`config.mk`:
```
export PLATFORM = sky130hd
export DESIGN_NAME = timed_edge_replay_generator
export DESIGN_NICKNAME = d
export VERILOG_FILES = /design/src/design/terg_pkg.sv /design/src/design/terg_table.sv /design/src/design/timed_edge_replay_generator.sv
export SDC_FILE = /design/constraint.sdc
export NUM_CORES = 1
export LEC_CHECK = 0
export ABC_AREA = 1
export BUFFER_PORTS_ARGS = -buffer_cell sky130_fd_sc_hd__buf_2
export CORE_MARGIN = 1
export CORE_UTILIZATION = 45
export DETAILED_ROUTE_END_ITERATION = 12
export SLEW_MARGIN = 40
export SYNTH_ARGS = -nofsm -noshare
export SYNTH_HDL_FRONTEND = slang
export SYNTH_SLANG_ARGS = --single-unit
```
`constraint.sdc`:
```
create_clock -name clk -period 7.2 [get_ports clk]
set_input_delay 0 -clock clk [delete_from_list [all_inputs] [get_ports clk]]
set_output_delay 0 -clock clk [all_outputs]
set_load 0.005 [all_outputs]
```
`src/design/terg_pkg.sv`:
```
package terg_pkg;

  // item operation codes
  typedef enum logic [1:0] {
    OP_TICK   = 2'd0,
    OP_WRITE  = 2'd1,
    OP_SEND   = 2'd2,
    OP_TOGGLE = 2'd3
  } op_t;

  // configuration register indexes (byte address 4*i)
  typedef enum logic [1:0] {
    REG_IDLE_LEVEL    = 2'd0,
    REG_TIMEOUT_TICK  = 2'd1,
    REG_REPEAT_OFFSET = 2'd2,
    REG_UNUSED        = 2'd3
  } reg_idx_t;

  localparam int unsigned ADDR_W      = 4;
  localparam int unsigned DATA_W      = 32;
  localparam int unsigned TIME_W      = 16;

  localparam logic              IDLE_LEVEL_RST    = 1'b1;
  localparam logic [TIME_W-1:0] TIMEOUT_TICK_RST  = 16'd1000;
  localparam logic [TIME_W-1:0] REPEAT_OFFSET_RST = 16'd1000;

  // one result word
  typedef struct packed {
    logic line_level;
    logic busy_res;
    logic pass_number;
    logic edge_made;
  } res_t;

endpackage

```
`src/design/terg_table.sv`:
```
module terg_table #(
  parameter int unsigned TABLE_DEPTH = 64,
  parameter int unsigned AW          = 6
) (
  input  logic                          clk,
  input  logic                          rst,
  input  logic                          wr_en,
  input  logic [AW-1:0]                 wr_addr,
  input  logic [terg_pkg::TIME_W-1:0]   wr_data,
  input  logic [AW-1:0]                 rd_addr,
  output logic [terg_pkg::TIME_W-1:0]   rd_data,
  output logic                          clearing
);

  logic [terg_pkg::TIME_W-1:0] mem [TABLE_DEPTH];
  logic [AW-1:0]               clr_addr;
  logic                        we;
  logic [AW-1:0]               waddr;
  logic [terg_pkg::TIME_W-1:0] wdata;

  // clearing sweep after reset, one entry a cycle
  always_ff @(posedge clk) begin
    if (rst) begin
      clearing <= 1'b1;
      clr_addr <= '0;
    end else if (clearing) begin
      clr_addr <= clr_addr + 1'b1;
      if (clr_addr == AW'(TABLE_DEPTH - 1)) begin
        clearing <= 1'b0;
      end
    end
  end

  // write port shared by the sweep and table writes
  always_comb begin
    if (clearing) begin
      we    = 1'b1;
      waddr = clr_addr;
      wdata = '0;
    end else begin
      we    = wr_en;
      waddr = wr_addr;
      wdata = wr_data;
    end
  end

  always_ff @(posedge clk) begin
    if (we) begin
      mem[waddr] <= wdata;
    end
  end

  // registered read, new data passed through on a same-address write
  always_ff @(posedge clk) begin
    if (we && (waddr == rd_addr)) begin
      rd_data <= wdata;
    end else begin
      rd_data <= mem[rd_addr];
    end
  end

endmodule

```
`src/design/timed_edge_replay_generator.sv`:
```
// results: each result word is registered into the output stage, or into a skid
// stage that holds one result while the output is stalled
// throughput: one input word per cycle; input stalls when both output stages are full
// reset: synchronous, sets control state with a send left pending and starts a sweep
// that zeroes all TABLE_DEPTH edge table entries; no input word is taken during the sweep
// the table is a single-port-write memory read at the next pointer each cycle
module timed_edge_replay_generator #(
  parameter int unsigned TABLE_DEPTH   = 64,
  parameter int unsigned COUNTER_WIDTH = 32
) (
  input  logic                          clk,
  input  logic                          rst,
  input  logic                          in_valid,
  output logic                          in_ready,
  input  logic [1:0]                    operation,
  input  logic [5:0]                    table_index,
  input  logic [terg_pkg::TIME_W-1:0]   table_value,
  output logic                          out_valid,
  input  logic                          out_ready,
  output logic                          line_level,
  output logic                          busy_res,
  output logic                          pass_number,
  output logic                          edge_made,
  input  logic                          psel,
  input  logic                          penable,
  input  logic                          pwrite,
  input  logic [terg_pkg::ADDR_W-1:0]   paddr,
  input  logic [terg_pkg::DATA_W-1:0]   pwdata,
  output logic [terg_pkg::DATA_W-1:0]   prdata,
  output logic                          pready
);

  localparam int unsigned AW = (TABLE_DEPTH > 1) ? $clog2(TABLE_DEPTH) : 1;
  localparam int unsigned PW = $clog2(TABLE_DEPTH + 1);
  localparam int unsigned IW = (AW > 6) ? AW : 6;
  localparam int unsigned CW = COUNTER_WIDTH;
  localparam int unsigned TW = terg_pkg::TIME_W;

  // configuration registers
  logic          idle_level;
  logic [TW-1:0] timeout_tick;
  logic [TW-1:0] repeat_offset;
  terg_pkg::reg_idx_t reg_sel;

  // control state
  logic [PW-1:0] entry_pointer, entry_pointer_next;
  logic [CW-1:0] tick_counter, tick_counter_next;
  logic          pass_flag, pass_flag_next;
  logic          sending_flag, sending_flag_next;
  logic          pending_flag, pending_flag_next;
  logic          line_state, line_state_next;
  logic          entry_ok;

  // table port
  logic          clearing;
  logic          tbl_we;
  logic [AW-1:0] tbl_waddr;
  logic [TW-1:0] tbl_rdata;
  logic [IW-1:0] idx_w;

  // result path
  terg_pkg::op_t op;
  terg_pkg::res_t res, out_word, skid_word;
  logic          skid_valid;
  logic          accept;
  logic          edge_now;
  logic [CW-1:0] cnt_inc;
  logic [TW-1:0] cur_entry;
  logic [TW:0]   due;

  assign reg_sel = terg_pkg::reg_idx_t'(paddr[3:2]);
  assign pready  = 1'b1;

  // apb register writes
  always_ff @(posedge clk) begin
    if (rst) begin
      idle_level    <= terg_pkg::IDLE_LEVEL_RST;
      timeout_tick  <= terg_pkg::TIMEOUT_TICK_RST;
      repeat_offset <= terg_pkg::REPEAT_OFFSET_RST;
    end else if (psel && penable && pwrite && pready) begin
      unique case (reg_sel)
        terg_pkg::REG_IDLE_LEVEL:    idle_level    <= pwdata[0];
        terg_pkg::REG_TIMEOUT_TICK:  timeout_tick  <= pwdata[TW-1:0];
        terg_pkg::REG_REPEAT_OFFSET: repeat_offset <= pwdata[TW-1:0];
        default: ;
      endcase
    end
  end

  // apb read mux
  always_comb begin
    unique case (reg_sel)
      terg_pkg::REG_IDLE_LEVEL:    prdata = terg_pkg::DATA_W'(idle_level);
      terg_pkg::REG_TIMEOUT_TICK:  prdata = terg_pkg::DATA_W'(timeout_tick);
      terg_pkg::REG_REPEAT_OFFSET: prdata = terg_pkg::DATA_W'(repeat_offset);
      default:                     prdata = '0;
    endcase
  end

  assign in_ready = !skid_valid && !clearing;
  assign accept   = in_valid && in_ready;
  assign op       = terg_pkg::op_t'(operation);

  // table write decode
  assign idx_w     = IW'(table_index);
  assign tbl_waddr = idx_w[AW-1:0];
  assign tbl_we    = accept && (op == terg_pkg::OP_WRITE)
                     && ({1'b0, idx_w} < (IW+1)'(TABLE_DEPTH));

  // current edge time, zero past the table end
  assign cur_entry = entry_ok ? tbl_rdata : '0;
  assign cnt_inc   = tick_counter + 1'b1;
  assign due       = {1'b0, cur_entry} + (pass_flag ? {1'b0, repeat_offset} : '0);

  // next state for one word
  always_comb begin
    entry_pointer_next = entry_pointer;
    tick_counter_next  = tick_counter;
    pass_flag_next     = pass_flag;
    sending_flag_next  = sending_flag;
    pending_flag_next  = pending_flag;
    line_state_next    = line_state;
    edge_now           = 1'b0;
    if (accept) begin
      unique case (op)
        terg_pkg::OP_TICK: begin
          tick_counter_next = cnt_inc;
          if (!sending_flag) begin
            // idle: restore the idle level at timeout, and start any pending send
            if ((cnt_inc == CW'(timeout_tick)) && (line_state != idle_level)) begin
              line_state_next = ~line_state;
              edge_now        = 1'b1;
            end
            if (pending_flag) begin
              entry_pointer_next = '0;
              tick_counter_next  = '0;
              pending_flag_next  = 1'b0;
              sending_flag_next  = 1'b1;
            end
          end else if (cur_entry == '0) begin
            // end of list: replay once, then stop
            if (pass_flag) begin
              sending_flag_next = 1'b0;
              pass_flag_next    = 1'b0;
            end else begin
              entry_pointer_next = '0;
              pass_flag_next     = 1'b1;
            end
          end else if (cnt_inc >= CW'(due)) begin
            line_state_next    = ~line_state;
            entry_pointer_next = entry_pointer + 1'b1;
            edge_now           = 1'b1;
          end
        end
        terg_pkg::OP_WRITE: ;
        terg_pkg::OP_SEND: begin
          pending_flag_next = 1'b1;
        end
        terg_pkg::OP_TOGGLE: begin
          line_state_next = ~line_state;
          edge_now        = 1'b1;
        end
        default: ;
      endcase
    end
  end

  always_ff @(posedge clk) begin
    if (rst) begin
      entry_pointer <= '0;
      tick_counter  <= '0;
      pass_flag     <= 1'b0;
      sending_flag  <= 1'b0;
      pending_flag  <= 1'b1;
      line_state    <= ~terg_pkg::IDLE_LEVEL_RST;
      entry_ok      <= 1'b1;
    end else begin
      entry_pointer <= entry_pointer_next;
      tick_counter  <= tick_counter_next;
      pass_flag     <= pass_flag_next;
      sending_flag  <= sending_flag_next;
      pending_flag  <= pending_flag_next;
      line_state    <= line_state_next;
      entry_ok      <= (entry_pointer_next < PW'(TABLE_DEPTH));
    end
  end

  // edge table, read at the next pointer so the entry is ready next cycle
  terg_table #(
    .TABLE_DEPTH (TABLE_DEPTH),
    .AW          (AW)
  ) u_table (
    .clk      (clk),
    .rst      (rst),
    .wr_en    (tbl_we),
    .wr_addr  (tbl_waddr),
    .wr_data  (table_value),
    .rd_addr  (entry_pointer_next[AW-1:0]),
    .rd_data  (tbl_rdata),
    .clearing (clearing)
  );

  // result word for this item
  always_comb begin
    res.line_level  = line_state_next;
    res.busy_res    = sending_flag_next;
    res.pass_number = pass_flag_next;
    res.edge_made   = edge_now;
  end

  // output register with skid stage
  always_ff @(posedge clk) begin
    if (rst) begin
      out_valid  <= 1'b0;
      skid_valid <= 1'b0;
    end else if (!out_valid || out_ready) begin
      if (skid_valid) begin
        out_valid  <= 1'b1;
        skid_valid <= 1'b0;
      end else begin
        out_valid <= accept;
      end
    end else if (accept) begin
      skid_valid <= 1'b1;
    end
  end

  always_ff @(posedge clk) begin
    if (!out_valid || out_ready) begin
      if (skid_valid) begin
        out_word <= skid_word;
      end else begin
        out_word <= res;
      end
    end else if (accept) begin
      skid_word <= res;
    end
  end

  assign line_level  = out_word.line_level;
  assign busy_res    = out_word.busy_res;
  assign pass_number = out_word.pass_number;
  assign edge_made   = out_word.edge_made;

endmodule
```
# After elaboration in Yosys (flattened, before gate mapping)
# Memory sizes are Yosys's and may differ from the RTL's. A register that Yosys moved wholly into a read port is not among the register bits.
# Index checks and enable logic that the tools add are counted.
word_totals:
  mem_count: 1
  register_bits: 94
  ramBits: 1024
  out_inout_bits: 39
op_classes:
  order_cmp: 2
  n_reduce_logical: 21
  n_addsub: 4
  eq_ne: 9
  mux: 45
  bitwise_logic: 2
mem_list:
  columns: ["memory", "depth", "word_bits", "read_ports", "rd_clocked_by_memory_dff", "wr", "line", "rtl"]
  rows:
  - ["u_table.mem", 64, 16, 1, 1, 1, "terg_table.sv:15", "logic [terg_pkg::TIME_W-1:0] mem [TABLE_DEPTH];"]
ops:
  columns: ["cell", "n"]
  rows:
  - ["$mux 32", 2]
  - ["$mux 7", 7]
  - ["$mux 16", 3]
  - ["$pmux 16 s3", 1]
  - ["$add 32x1->32 const B", 1]
  - ["$eq 32x16->1", 1]
  - ["$ge 32x17->1", 1]
  - ["$mux 1", 27]
  - ["$add 16x16->17", 1]
  - ["$logic_not 16->1", 1]
  - ["$reduce_and 2->1", 5]
  - ["$add 7x1->7 const B", 1]
  - ["$lt 7x7->1 const B", 1]
  - ["$add 6x1->6 const B", 1]
  - ["$eq 2x2->1 const B", 3]
  - ["$eq 6x6->1 const B", 1]
  - ["$logic_and 1x1->1", 6]
  - ["$mux 6", 1]
  - ["$pmux 1 s2", 3]
  - ["$eq 2x1->1 const B", 2]
  - ["$logic_not 2->1", 2]
  - ["$mux 4", 1]
  - ["$logic_not 1->1", 3]
  - ["$reduce_and 3->1", 1]
  - ["6 further kinds", 7]

# Longest topological paths before layout
depth:
  word_depth: 9
  ltp_mapped: 49
  ltp_nobuf: 46

# By module
# Synthesis repeated with hierarchy kept, for this count alone.
hier_totals:
  hier_cells: 4651
  area_unflattened_um2: 49014.5
by_module_without_submodules:
  columns: ["module", "cells_per_inst", "instances", "area_per_inst_um2", "seq_area_each_um2"]
  rows:
  - ["terg_table", 3593, 1, 42404.4, 31009.7]
  - ["timed_edge_replay_generator", 1058, 1, 6610.1, 1821.7]

# Worst setup path before layout
# OpenSTA, ideal clock, no wires.
synth_path:
  path_kind: "reg2reg"
  from: "reg (tool-made name)"
  to: "reg skid_word[3] in the netlist's numbering, data pin"
  slack_ps: 2237
  stages_incl_launch_ff: 48
  required_time_ps: 6948
  t_arrival_ps: 4711
  path_cell_list: "dfxtp_1 > buf_6 > inv_6 > buf_6 > buf_6 > nand2_1 > nand3_1 > nand3_1 > nand2_1 > nand2_1 > nand3_1 > nand3_1 > nand2_1 > nand2_1 > inv_1 > ha_1 > inv_1 > fa_1 > (+12 left out) > nand2_1 > inv_1 > nand3_1 > inv_1 > a21oi_1 > nand2_1 > nand2_1 > nand3_1 > nor2_2 > nand3_1 > nand2_1 > nand2_1 > nand2_1 > nand2_1 > nand3_1 > nand2_1 > nand2_1 > inv_1"
synth_rtl:
  columns: ["element", "line", "rtl"]
  rows:
  - ["end signal, assigned", "timed_edge_replay_generator.sv:236", "skid_word <= res;"]
  - ["end, declared", "timed_edge_replay_generator.sv:63", "terg_pkg::res_t res, out_word, skid_word;"]

==> impl_metrics.yaml <==
timing:
  post-route-period-util_pct: 91.0
  period_needed_ns: 6.56
  fmax_mhz: 153
  tightest_slew_ns: 0.844
  hold_violations: 0
  setup_violations: 0
  fin_setup_tns_ns: 0
  clock_skew_ns: 0.0257
  slew_headroom_pct: 43.8
  slew_violations: 0
routing:
  drtAntennaViolNets: 0
  wl_per_cell_um: 20.6
  drtPass1Iterations: 5
  via_count: 33506
  wirelength_um: 129000
  drt_iter0_drc: 3248
  drcViolationCount: 0
  via_per_inst: 5.35
worst_setup_path:
  crit_family: "simple AND/OR/NAND/NOR gates"
  crit_fanout: 156
  ff2ff_setup_slack_ns: 0.64
  critPathLaunchType: "flip-flop"
  crit_type: "reg -> reg"
  critPathMaxStageDelay_ns: 0.53
  arrival_ns: 7.01
  end_kind: "flip-flop"
  cp_num_buf_inv: 7
  critPathSlowestCell: "dfxtp_4"
  cp_common_cell: "nand2_1"
  cp.required_ns: 7.66
synth:
  syn_inst: 4640
  post-synth-top-count-cell: "nand2_1"
  synthTopCellsByArea: "edfxtp_1 64%, nand2_1 13%, nand3_1 9.4%, dfxtp_1 3.8%, nor2_1 1.4%"
  syn-cell-area_sq_mm: 0.0488
  synth-main-ff-cell: "edfxtp_1"
  async_flop_share_pct: 0
  syn_avg_cell_area_sq_um: 10.5
  ys.warnings.count: 0
  ys_types: 45
  synth_edf_count: 1032
  ys_seq_elements: 1124
  ys_top_cells_by_count: "1637 x nand2_1, 1032 x edfxtp_1, 917 x nand3_1, 180 x nor2_1, 178 x inv_1"
  synth_top_cell_by_area: "edfxtp_1"
  synth-seq-area-share_pct: 67.3
  synth_top_area_share_pct: 63.6
cts:
  clk_latency_ns: 0.70
  post-cts-setup-buffers: 0
  clock_sinks: 1124
  clock_path_buffers: 3
  cts_tree: "yes"
  numCtsBuffers: 115
  cts-root-buf: "clkbuf_16"
  clk_pin_slew_ns: 0.06
  htree_levels: 3
floorplanning:
  ios: 106
  start_util_pct: 45.5
  dieArea_sq_mm: 0.110
  rows: 120
  design.core.area_sq_mm: 0.107
  die_x_um: 331
  die_height_um: 331
placement:
  gp_congestion: 0.934
  placedCellCount: 6014
  place_hpwl_um: 74300
  port-buffer-count: 70
finish:
  stdcell_count: 6259
  area_growth_pct: 12.8
  drive_gt1_share_pct: 9.08
  fin_util_pct: 51.3
  final_nets: 4871
pwr:
  leakagePower_nw: 21.0
  powerDensity_mw_per_mm2: 239
  ir_worst_vdd_mv: 0.235
grt:
  grt.overflow.total: 0
  grt_pass1_wl_um: 192000
  antenna_found_initial: 3
  track_usage_pct: 23.4
  grt_max_degree: 139
  grt_pass1_vias: 31651
min_path:
  min-delay-path-class: "in -> reg"
run_status:
  status: "completed"
flow_run:
  cap_violations: 0
[stage by stage]
stage	instance area, sq um	worst slack (ns)	power [mW]	hold WS, ns
after floorplan	48800	2.24	7.34	0.113
after global placement	50900	0.900	7.42	0.222
after detailed placement	51000	0.847	7.43	0.230
after CTS	54900	0.809	13.2	0.0242
after global routing	55000	-0.0392	13.5	0.0314
final	55000	0.644	13.1	0.0190
[worst paths after layout]
path / startpoint / end / cells past startpoint
hold reg to reg: tick_counter[31]$_SDFFE_PP0P_ / tick_counter[31]$_SDFFE_PP0P_ / 2
setup reg to reg: flip-flop / edge_made$_DFFE_PP_ / 42
setup / recovery: flip-flop / edge_made$_DFFE_PP_ / 42
hold / removal: table_value[13] / u_table.mem[34][13]$_DFFE_PP_ / 4
[worst register-to-register path: cells and delay by family, from the launching register on]
family          cells  cell delay [ns]
fa+ha+maj           3             0.87
simple gates       23             2.53
compound gates      8             1.41
xor+xnor            1             0.15
flops               1             0.53
buf+inv             7             0.81
[final cells by class]
class / count / area (sq um)
Antenna cell: 1 / 2.50
Clock buffer: 152 / 3100
Clock inverter: 58 / 566
Fill cell: 9479 / 52200
Inverter: 188 / 732
Multi-Input combinational cell: 3074 / 13800
Sequential cell: 1124 / 32800
Tap cell: 1403 / 1760
Timing Repair Buffer: 259 / 2170
[cell families (layout without fill, tap and decap cells)]
logic type	Yosys count	after routing	synth area share, %
and+or+nand+nor	2811	2811	24.4
DFF	1124	1124	67.3
buffers and inverters	457	657	4.65
AOI/OAI and AO/OA	167	167	1.83
adders and majority gates	42	42	1.09
xor gates and xnor gates	37	37	0.695
other	2	18	0.0154
[state kept, by name, summed over array words and instances (netlist names), 4 cells and up, named ones only]
signal	count
tick_counter	32
skid_word	4
entry_pointer	7
timeout_tick	16
u_table.clr_addr	6
u_table.mem	1024
repeat_offset	16
[cell usage in the layout (no fill, tap or decap), types with 41 or more instances in the layout]
master / count
buf_4: 129
nand2_1: 1637
inv_1: 176
nand3_1: 917
o21ai_0: 64
nor2_1: 162
dfxtp_1: 87
edfxtp_1: 1032
clkbuf_16: 118
buf_2: 69
ha_1: 41
a21oi_1: 76
[power by group]
group	internal [mW]	leakage, nW	switching (mW)
registers	7.06	10.3	0.0110
logic	0.0800	8.83	0.167
clock network	3.34	1.78	2.48
total	10.5	21.0	2.66
[timing repair]
action,CTS,global route
gates resized for setup,0,2
hold buffers,30,1
setup endpoints to repair,0,1
endpoints found under the hold margin,98,28
[layer usage]
layer	track usage, %	up-vias	part of all wire [%]
met4	7.32	2	2.8
met3	4.10	200	6.5
met5	0.739	-	0.086
li1	-	16135	-
met2	37.6	959	47
met1	32.2	16210	43
No activity file was read; power rests on OpenSTA's default activity.
